## config.mk

```make
export PLATFORM = sky130hd
export DESIGN_NAME = slab_buffer_pool_allocator_unit
export DESIGN_NICKNAME = d
export VERILOG_FILES = /design/src/rtl/core/sbpa_pkg.sv /design/src/rtl/core/sbpa_cell.sv /design/src/rtl/core/slab_buffer_pool_allocator_unit.sv
export VERILOG_INCLUDE_DIRS = /design/src /design/src/rtl/core
export SDC_FILE = /design/constraint.sdc
export NUM_CORES = 2
export LEC_CHECK = 0
export ABC_AREA = 1
export BUFFER_PORTS_ARGS = -buffer_cell sky130_fd_sc_hd__clkbuf_2
export CORE_MARGIN = 5
export CORE_UTILIZATION = 35
export DETAILED_ROUTE_END_ITERATION = 8
export PLACE_DENSITY = 0.47
export SLEW_MARGIN = 20
export SYNTH_ARGS = -nofsm -noshare
export SYNTH_HDL_FRONTEND = slang
export SYNTH_SLANG_ARGS = --single-unit
```

## constraint.sdc

```tcl
create_clock -name clk_i -period 8 [get_ports clk_i]
set_input_delay 0.8 -clock clk_i [delete_from_list [all_inputs] [get_ports clk_i]]
set_output_delay 0.8 -clock clk_i [all_outputs]
set_load 0.01 [all_outputs]
```

## src/rtl/core/slab_buffer_pool_allocator_unit_macros.svh

```systemverilog
// assertion macros for the slab allocator
`ifndef SLAB_BUFFER_POOL_ALLOCATOR_UNIT_MACROS_SVH
`define SLAB_BUFFER_POOL_ALLOCATOR_UNIT_MACROS_SVH
// property that holds on every clock edge outside reset
`define SBPA_ASSERT(label, clk, rstn, prop, msg) \
  label: assert property (@(posedge clk) disable iff (!rstn) (prop)) else $error(msg);
// implication checked on every clock edge outside reset
`define SBPA_ASSERT_IMPL(label, clk, rstn, ante, cons, msg) \
  label: assert property (@(posedge clk) disable iff (!rstn) (ante) |-> (cons)) else $error(msg);
`endif

```

## src/rtl/core/sbpa_pkg.sv

```systemverilog
// package: types and constants of the slab allocator
`default_nettype none
package sbpa_pkg;
  localparam int unsigned NumSlabsDef  = 16;
  localparam int unsigned SlabBytesDef = 4096;
  localparam int unsigned LenW   = 13;
  localparam int unsigned IdW    = 4;
  localparam int unsigned StampW = 32;
  localparam int unsigned RefW   = 16;
  localparam int unsigned LimW   = 5;

  typedef enum logic [1:0] {OP_GET = 2'd0, OP_TRIM = 2'd1, OP_REL = 2'd2, OP_NONE = 2'd3} op_e;
  typedef enum logic [1:0] {OWN_FREE = 2'd0, OWN_APP = 2'd1, OWN_INT = 2'd2, OWN_RSV = 2'd3}
    owner_e;
  typedef enum logic [2:0] {ST_OK = 3'd0, ST_TOO_LARGE = 3'd1, ST_APP_LIMIT = 3'd2,
                            ST_NO_FREE = 3'd3, ST_BAD_REL = 3'd4} status_e;
  typedef enum logic [1:0] {CFG_MAX_FRAG = 2'd0, CFG_APP_LIMIT = 2'd1} cfg_idx_e;

  typedef struct packed {
    logic [1:0]      operation;
    logic [LenW-1:0] request_length;
    logic            for_app;
    logic            exempt_from_limit;
    logic [IdW-1:0]  slab_id;
    logic [LenW-1:0] buffer_offset;
    logic [LenW-1:0] granted_length;
  } req_t;

  typedef struct packed {
    logic [2:0]      status;
    logic [IdW-1:0]  granted_slab;
    logic [LenW-1:0] granted_offset;
    logic            slab_freed;
  } rsp_t;

  // one slab as it rides through the ring
  typedef struct packed {
    logic [LenW-1:0]   used;
    logic [RefW-1:0]   refs;
    owner_e            owner;
    logic [StampW-1:0] stamp;
  } slab_t;

  // command record for the ring cells
  typedef struct packed {
    logic              rotate;
    logic              init;
    logic [StampW-1:0] stamp_ctr;
    logic              en;
    logic [1:0]        kind;   // 0 search, 1 write back
    logic [15:0]       tgt;    // slab index under write
    slab_t             wdata;
  } ring_cmd_t;
endpackage
`default_nettype wire

```

## src/rtl/core/sbpa_cell.sv

```systemverilog
// one slab cell of the rotating ring
`default_nettype none
module sbpa_cell
  import sbpa_pkg::*;
#(
  parameter int unsigned NumSlabs = NumSlabsDef,
  parameter int unsigned IdxW = (NumSlabs > 1) ? $clog2(NumSlabs) : 1,
  parameter int unsigned Pos = 0
) (
  input  wire logic            clk_i,
  input  wire logic            rst_ni,
  input  wire logic            init_i,
  input  wire logic            shift_i,
  input  wire slab_t           prev_i,
  input  wire logic [IdxW-1:0] prev_idx_i,
  input  wire logic            wr_i,
  input  wire slab_t           wdata_i,
  output      slab_t           slab_o,
  output      logic [IdxW-1:0] idx_o
);
  slab_t slab_q, slab_d;
  logic [IdxW-1:0] idx_q, idx_d;

  always_comb begin
    slab_d = slab_q;
    idx_d  = idx_q;
    if (init_i) begin
      slab_d.used  = '0;
      slab_d.refs  = '0;
      slab_d.owner = OWN_FREE;
      slab_d.stamp = StampW'(Pos);
      idx_d        = IdxW'(Pos);
    end else if (wr_i) begin
      slab_d = wdata_i;
    end else if (shift_i) begin
      slab_d = prev_i;
      idx_d  = prev_idx_i;
    end
  end

  always_ff @(posedge clk_i or negedge rst_ni) begin
    if (!rst_ni) begin
      slab_q.used  <= '0;
      slab_q.refs  <= '0;
      slab_q.owner <= OWN_FREE;
      slab_q.stamp <= StampW'(Pos);
      idx_q        <= IdxW'(Pos);
    end else begin
      slab_q <= slab_d;
      idx_q  <= idx_d;
    end
  end

  assign slab_o = slab_q;
  assign idx_o  = idx_q;
endmodule
`default_nettype wire

```

## src/rtl/core/slab_buffer_pool_allocator_unit.sv

```systemverilog
// top level: slab allocator with a rotating ring of slab cells
// usage
//   start_i with req_i launches one transaction (get, trim or release)
//   busy_o stays high while it is worked on; start is ignored then
//   the result appears on rsp_o for one cycle with done_o high
//   cfg_we_i/cfg_idx_i/cfg_data_i write the two registers, only while idle: a user rule, not enforced
// structure
//   the slab records sit in a ring of NumSlabs cells; each cycle of a search
//   every cell hands its record to its neighbor, and cell 0 is examined
//   a compare unit keeps the newest slab of the class and the oldest free slab
// sequence
//   from accept to result: one full ring rotation for the search, a decision
//   step, rotating the write target into cell 0, and a result step; the next
//   transaction is accepted only once the block is idle again after the
//   result
// reset
//   all slabs free, stamps equal to index, stamp counter NumSlabs,
//   registers to 4096 and 16; no sweep needed, the ring resets at once
// the receiver cannot stall: done_o is a single-cycle strobe
`default_nettype none
module slab_buffer_pool_allocator_unit
  import sbpa_pkg::*;
#(
  parameter int unsigned NumSlabs  = NumSlabsDef,
  parameter int unsigned SlabBytes = SlabBytesDef
) (
  input  wire logic          clk_i,
  input  wire logic          rst_ni,
  input  wire logic          start_i,
  input  wire sbpa_pkg::req_t req_i,
  output      logic          busy_o,
  output      logic          done_o,
  output      sbpa_pkg::rsp_t rsp_o,
  input  wire logic          cfg_we_i,
  input  wire logic [0:0]    cfg_idx_i,
  input  wire logic [12:0]   cfg_data_i
);
  `include "slab_buffer_pool_allocator_unit_macros.svh"

  localparam int unsigned IdxW = (NumSlabs > 1) ? $clog2(NumSlabs) : 1;
  localparam int unsigned CntW = $clog2(NumSlabs + 1);
  localparam logic [LenW:0] SlabCap =
    (SlabBytes > 8191) ? (LenW+1)'(8191) : (LenW+1)'(SlabBytes);

  typedef enum logic [4:0] {
    S_IDLE = 5'b00001, S_SCAN = 5'b00010, S_DEC = 5'b00100,
    S_SEEK = 5'b01000, S_DONE = 5'b10000
  } state_e;

  state_e state_q, state_d;
  req_t req_q;
  logic [12:0] max_frag_q;
  logic [LimW-1:0] app_lim_q;
  logic [StampW-1:0] stamp_ctr_q, stamp_ctr_d;
  logic [LimW-1:0] app_cnt_q, app_cnt_d;
  logic [CntW-1:0] cnt_q, cnt_d;
  rsp_t rsp_q, rsp_d;
  // search results
  logic new_vld_q, new_vld_d, old_vld_q, old_vld_d, tgt_vld_q, tgt_vld_d;
  logic [IdxW-1:0] new_idx_q, new_idx_d, old_idx_q, old_idx_d;
  logic [StampW-1:0] new_age_q, new_age_d, old_age_q, old_age_d;
  slab_t new_rec_q, new_rec_d, tgt_rec_q, tgt_rec_d;
  // write back
  logic [IdxW-1:0] wb_idx_q, wb_idx_d;
  slab_t wb_rec_q, wb_rec_d;
  logic wb_en_q, wb_en_d;

  slab_t cell_slab [NumSlabs];
  logic [IdxW-1:0] cell_idx [NumSlabs];
  logic shift, wr0;

  for (genvar g = 0; g < NumSlabs; g++) begin : g_cell
    sbpa_cell #(.NumSlabs(NumSlabs), .IdxW(IdxW), .Pos(g)) u_cell (
      .clk_i, .rst_ni,
      .init_i     (1'b0),
      .shift_i    (shift),
      .prev_i     (cell_slab[(g + 1) % NumSlabs]),
      .prev_idx_i (cell_idx[(g + 1) % NumSlabs]),
      .wr_i       ((g == 0) ? wr0 : 1'b0),
      .wdata_i    (wb_rec_q),
      .slab_o     (cell_slab[g]),
      .idx_o      (cell_idx[g])
    );
  end

  slab_t head;
  logic [IdxW-1:0] head_idx;
  logic [StampW-1:0] head_age;
  owner_e want;
  logic [LenW:0] cap;
  logic [LenW:0] room;
  logic fits;
  assign head     = cell_slab[0];
  assign head_idx = cell_idx[0];
  assign head_age = stamp_ctr_q - head.stamp;
  assign want     = req_q.for_app ? OWN_APP : OWN_INT;
  assign cap      = ({1'b0, max_frag_q} < SlabCap) ? {1'b0, max_frag_q} : SlabCap;
  // writing cell 0 happens at the seek step once the target has rotated to it
  assign wr0   = (state_q == S_SEEK) && wb_en_q && (head_idx == wb_idx_q);
  assign shift = (state_q == S_SCAN) ||
                 ((state_q == S_SEEK) && !(wb_en_q && head_idx == wb_idx_q));

  always_comb begin
    room = ({1'b0, new_rec_q.used} >= cap) ? '0 : cap - {1'b0, new_rec_q.used};
    fits = new_vld_q && (room >= {1'b0, req_q.request_length});
  end

  always_comb begin
    state_d = state_q; cnt_d = cnt_q; rsp_d = rsp_q;
    stamp_ctr_d = stamp_ctr_q; app_cnt_d = app_cnt_q;
    new_vld_d = new_vld_q; new_idx_d = new_idx_q; new_age_d = new_age_q;
    new_rec_d = new_rec_q; old_vld_d = old_vld_q; old_idx_d = old_idx_q;
    old_age_d = old_age_q; tgt_vld_d = tgt_vld_q; tgt_rec_d = tgt_rec_q;
    wb_idx_d = wb_idx_q; wb_rec_d = wb_rec_q; wb_en_d = wb_en_q;
    unique case (state_q)
      S_IDLE: begin
        if (start_i) begin
          state_d = S_SCAN; cnt_d = '0;
          new_vld_d = 1'b0; old_vld_d = 1'b0; tgt_vld_d = 1'b0;
          rsp_d = '0;
        end
      end
      S_SCAN: begin
        // examine the record now in cell 0, ties keep the lower index
        if (head.owner == want) begin
          if (!new_vld_q || head_age < new_age_q ||
              (head_age == new_age_q && head_idx < new_idx_q)) begin
            new_vld_d = 1'b1; new_idx_d = head_idx; new_age_d = head_age;
            new_rec_d = head;
          end
        end
        if (head.owner == OWN_FREE) begin
          if (!old_vld_q || head_age > old_age_q ||
              (head_age == old_age_q && head_idx < old_idx_q)) begin
            old_vld_d = 1'b1; old_idx_d = head_idx; old_age_d = head_age;
          end
        end
        if ({{(16-IdxW){1'b0}}, head_idx} == {12'd0, req_q.slab_id}) begin
          tgt_vld_d = 1'b1; tgt_rec_d = head;
        end
        cnt_d = cnt_q + CntW'(1);
        if (cnt_q == CntW'(NumSlabs - 1)) state_d = S_DEC;
      end
      S_DEC: begin
        wb_en_d = 1'b0;
        wb_rec_d = tgt_rec_q;
        wb_idx_d = req_q.slab_id[IdxW-1:0];
        unique case (op_e'(req_q.operation))
          OP_GET: begin
            if ({1'b0, req_q.request_length} > cap) begin
              rsp_d.status = ST_TOO_LARGE;
            end else if (fits) begin
              wb_en_d = 1'b1; wb_idx_d = new_idx_q; wb_rec_d = new_rec_q;
              if (new_rec_q.refs != '1) wb_rec_d.refs = new_rec_q.refs + RefW'(1);
              wb_rec_d.used = new_rec_q.used + req_q.request_length;
              rsp_d.granted_slab   = IdW'(new_idx_q);
              rsp_d.granted_offset = new_rec_q.used;
            end else if (req_q.for_app && !req_q.exempt_from_limit &&
                         app_cnt_q >= app_lim_q) begin
              rsp_d.status = ST_APP_LIMIT;
            end else if (!old_vld_q) begin
              rsp_d.status = ST_NO_FREE;
            end else begin
              wb_en_d = 1'b1; wb_idx_d = old_idx_q;
              wb_rec_d.owner = want;
              wb_rec_d.used  = req_q.request_length;
              wb_rec_d.refs  = RefW'(1);
              wb_rec_d.stamp = stamp_ctr_q;
              stamp_ctr_d = stamp_ctr_q + StampW'(1);
              if (req_q.for_app) app_cnt_d = app_cnt_q + LimW'(1);
              rsp_d.granted_slab   = IdW'(old_idx_q);
              rsp_d.granted_offset = '0;
            end
          end
          OP_TRIM: begin
            if (tgt_vld_q && tgt_rec_q.owner != OWN_FREE &&
                req_q.request_length <= req_q.granted_length &&
                ({1'b0, req_q.buffer_offset} + {1'b0, req_q.granted_length}) ==
                {1'b0, tgt_rec_q.used}) begin
              wb_en_d = 1'b1;
              wb_rec_d.used = req_q.buffer_offset + req_q.request_length;
            end
          end
          OP_REL: begin
            if (!tgt_vld_q || tgt_rec_q.owner == OWN_FREE || tgt_rec_q.refs == '0) begin
              rsp_d.status = ST_BAD_REL;
            end else begin
              wb_en_d = 1'b1;
              wb_rec_d.refs = tgt_rec_q.refs - RefW'(1);
              if (tgt_rec_q.refs == RefW'(1)) begin
                if (tgt_rec_q.owner == OWN_APP && app_cnt_q != '0)
                  app_cnt_d = app_cnt_q - LimW'(1);
                wb_rec_d.owner = OWN_FREE;
                wb_rec_d.stamp = stamp_ctr_q;
                stamp_ctr_d = stamp_ctr_q + StampW'(1);
                rsp_d.slab_freed = 1'b1;
              end
            end
          end
          default: ;
        endcase
        cnt_d = '0;
        state_d = S_SEEK;
      end
      S_SEEK: begin
        // rotate until the write target sits in cell 0, at most one round
        cnt_d = cnt_q + CntW'(1);
        if (!wb_en_q || head_idx == wb_idx_q) state_d = S_DONE;
      end
      S_DONE: state_d = S_IDLE;
      default: state_d = S_IDLE;
    endcase
  end

  always_ff @(posedge clk_i or negedge rst_ni) begin
    if (!rst_ni) begin
      state_q <= S_IDLE; cnt_q <= '0;
      max_frag_q <= 13'd4096; app_lim_q <= LimW'(16);
      stamp_ctr_q <= StampW'(NumSlabs); app_cnt_q <= '0;
      new_vld_q <= 1'b0; old_vld_q <= 1'b0; tgt_vld_q <= 1'b0; wb_en_q <= 1'b0;
    end else begin
      state_q <= state_d; cnt_q <= cnt_d;
      stamp_ctr_q <= stamp_ctr_d; app_cnt_q <= app_cnt_d;
      new_vld_q <= new_vld_d; old_vld_q <= old_vld_d; tgt_vld_q <= tgt_vld_d;
      wb_en_q <= wb_en_d;
      if (cfg_we_i) begin
        if (cfg_idx_i == 1'(CFG_MAX_FRAG)) max_frag_q <= cfg_data_i;
        else app_lim_q <= cfg_data_i[LimW-1:0];
      end
    end
  end

  always_ff @(posedge clk_i) begin
    if (state_q == S_IDLE && start_i) req_q <= req_i;
    rsp_q <= rsp_d;
    new_idx_q <= new_idx_d; new_age_q <= new_age_d; new_rec_q <= new_rec_d;
    old_idx_q <= old_idx_d; old_age_q <= old_age_d; tgt_rec_q <= tgt_rec_d;
    wb_idx_q <= wb_idx_d; wb_rec_q <= wb_rec_d;
  end

  assign busy_o = (state_q != S_IDLE);
  assign done_o = (state_q == S_DONE);
  assign rsp_o  = rsp_q;

  `SBPA_ASSERT(a_onehot, clk_i, rst_ni, $onehot(state_q), "state not one-hot")
  `SBPA_ASSERT_IMPL(a_done_after_seek, clk_i, rst_ni, done_o, $past(state_q == S_SEEK),
                    "done without seek")
  `SBPA_ASSERT(a_app_cnt, clk_i, rst_ni, app_cnt_q <= LimW'(NumSlabs), "app count overflow")
  `SBPA_ASSERT_IMPL(a_no_shift_idle, clk_i, rst_ni, state_q == S_IDLE, !shift,
                    "ring moved while idle")
endmodule
`default_nettype wire

```

==> impl_results.md <==
- Fill cells: 18.8k
- Gr ovfl total: 0
- Number of synthesized flops with an enable pin: 333
- Die Span Y: 444 microns
- Initial antenna violation count: 2
- Worst clock skew: 0.0342 ns
- Setup TNS: 0 ns
- Reg power frac: 0.422
- Die area: 197000 sq um
- Clock sinks: 1474
- LEAKAGE: 35.7 nW
- Final core occ: 0.395
- Worst setup EP type: register
- Resized Gates After CTS: 0
- Final Max Tran Viols: 0
- Area grow syn2layout: 12.5%
- Part of the power in the clock network: 0.261
- Routed wire length: 171000 microns
- Crit Path Max Fanout: 61
- Final hold viol count: 0
- Global-route wire length before repair: 270000 microns
- FP Rows: 159
- Synthesized area: 65800 sq um
- Synth Area in Compound Gates: 0.111
- Vias per inst: 4.81
- Largest net degree at the start of global routing: 278
- Fin crit share: 0.731
- Residual DRC: 0
- Fin crit period: 5.85 ns
- Reg2Reg Depth: 21
- XOR/XNOR Fraction of Synth Area: 0.0174
- RSZ-0062 raised after global routing: false
- DRT antenna net count: 0
- Mapped Cells: 7144
- Yosys cell types: 59
- WL per Instance: 17.6 microns
- Synth Area in Simple Gates: 0.169
- H-tree lvl count: 4
- Via count: 46.9k
- Die outline width: 444 microns
- Power Internal: 18.8 mW
- NetSw: 11.1 mW
- CTS root buffer: clkbuf_16
- Worst VDD drop: 0.000273 V
- Switching share of power: 0.372
- Combinational family with the most area after synthesis: simple AND/OR/NAND/NOR gates
- CP startpoint kind: register
- PD cells: 405 nW/um^2
- Drt initial violations: 3700
- Synth Area in Adders: 0.0406
- Sequential element share of the synthesized area: 0.587
- Core Region: 187000 sq um
- RR Startpoint: stamp_ctr_q[0]
- Mapped Avg Cell Area: 9.22 sq um
- Slew @ Worst Pin: 1.09 ns
- Clock Path Buffers: 3
- Yosys warns: 0
- Port Buffers: 87
- Critical Path AT: 6.28 ns
- CP startpoint: stamp_ctr_q[0]
- Final setup viols: 0
- Outcome: completed
- Total track usage: 0.172
- Postcts setup bufs: 0
- Max Cap Viol: 0
- Initial Util: 0.351
- Data required time of the worst path: 8.44 ns
- Top Ports: 88
- Synth Net Count: 7419
- Yosys reg bits: 1474
- Main synth FF type: dfrtp_1
- Mux contribution to synthesized area: 0.00120
- Vias in the first global route: 46.3k
- Worst-Skew Late Latency: 0.80 ns
- Post-detail-place hpwl: 111000 microns
- Worst-path clk slew: 0.06 ns
- Worst slew margin: 0.270
- Fmax: 0.171 GHz
- TritonCTS clock tree: done
- Synth async-reset ratio: 0.774
- Share of layout cells above drive strength 1: 0.0697
- TritonRoute pass-1 iters: 6
- Hold_buf cts: 0
- Hold crit path type: in2async
- Nets: 7392
- GP Congestion: 0.866
- Number of CTS-inserted buffers: 166
- Combinational power share: 0.317
- Crit Path Class: reg2reg
## power by group through the flow
stage	sequential (mW)	combinational [mW]	clock (mW)
6_report	12.6	9.51	7.82
5_1_grt	13.0	11.0	8.41
4_1_cts	12.7	9.69	8.08
3_5_place_dp	12.8	9.64	0
3_3_place_gp	12.8	9.49	0
2_1_floorplan	12.2	7.14	0
## cell usage after synthesis (17+ instances only)
cell type	instances	area [sq um]
nor3_1	45	225
xor2_1	86	753
clkbuf_1	109	409
nor4_1	17	106
ha_1	204	2550
nand4_1	64	400
buf_2	176	881
dfrtp_1	1073	26900
nand3_1	357	1790
nand2_1	1583	5940
dfstp_2	68	1790
buf_4	35	263
nor2_1	632	2370
buf_1	17	63.8
inv_1	853	3200
a31oi_1	45	282
xnor2_1	45	394
a21oi_1	567	2840
edfxtp_1	333	10000
o21ai_0	636	3180
o211ai_1	56	420
## registers in the layout (all words and copies together), names as in the netlist, 13 cells and up
name	count
g_cell.u_cell.idx_o	64
g_cell.u_cell.slab_o	1008
max_frag_q	13
new_age_q	32
new_rec_q	63
old_age_q	32
req_q	47
rsp_o	21
stamp_ctr_q	32
tgt_rec_q	63
wb_rec_q	63
## critical path, cell delays in order (launching register included)
cell and delay (ns):
dfrtp_1 0.39, clkinv_1 0.22, ha_1 0.31, fa_1 0.41, nand3b_1 0.18, nand2_1 0.12, a21oi_1 0.13, o21ai_0 0.52
a21oi_1 0.19, o21ai_0 0.36, a31oi_1 0.15, xor2_1 0.39, ha_1 0.19, nand4_1 0.12, nor4_1 0.30, nand2_1 0.14
a211oi_1 0.18, nor2_1 0.06, nand2_1 0.08, nand2_1 0.09, inv_4 0.45, buf_12 0.41
## cells by family after synthesis
logic type                 Yosys count
AOI/OAI and AO/OA                 1388
xor gates and xnor gates           131
adders and majority gates          210
buffers and inverters             1196
DFF                               1474
muxes                                7
and+or+nand+nor                   2738
## final cells by class
type | count | area [sq um] | share of cell area
antenna | 2 | 5.00 | 0.0000676
clock buffer | 250 | 4920 | 0.0664
clock inverter | 56 | 723 | 0.00976
inverter | 859 | 3230 | 0.0437
multi-input combinational | 4474 | 22400 | 0.303
sequential | 1474 | 38600 | 0.522
tap | 2495 | 3120 | 0.0421
timing repair buffer | 142 | 1030 | 0.0139
## routing by layer
layer	up-vias	GRT usage	wire, microns
li1	23200	-	-
met1	22600	0.242	81900
met2	849	0.275	78600
met3	246	0.0258	6880
met4	0	0.0503	4110
met5	-	0	0
## stage by stage
| stage | std cells | setup WS [ns] | instance area, sq um | hold WS (ns) | power, mW |
|---|---|---|---|---|---|
| 6_report | 9752 | 2.15 | 74100 | 0.0280 | 30.0 |
| 3_5_place_dp | 9444 | 2.07 | 68400 | 0.455 | 22.4 |
| 4_1_cts | 9750 | 2.07 | 74100 | 0.0113 | 30.4 |
| 5_1_grt | 9752 | 1.50 | 74100 | 0.0477 | 32.4 |
| 3_3_place_gp | 9444 | 2.14 | 68400 | 0.451 | 22.3 |
| 2_1_floorplan | 7144 | 1.93 | 65800 | 0.442 | 19.3 |
## worst paths after layout
kind / end / slack [ns]
setup / recovery: new_rec_q[58] / 2.15
hold / removal: g_cell[3].u_cell.slab_o[33] / 0.03
setup reg to reg: new_rec_q[58] / 2.15
hold reg to reg: new_rec_q[62] / 0.46
max in group asynchronous: g_cell[7].u_cell.slab_o[13] / 5.97
min in group clk_i: req_q[32] / 0.19
## cell usage in the layout, fill, tap and decap left out, types with 56 or more instances in the layout
master     instances
a21oi_1          565
clkbuf_16        171
clkbuf_2          86
dfrtp_1         1073
dfstp_2           68
edfxtp_1         333
ha_1             204
inv_1            850
nand2_1         1579
nand3_1          357
nand4_1           64
nor2_1           628
o211ai_1          56
o21ai_0          636
xor2_1            86
Note: power is estimated with default switching activity, not from simulation.
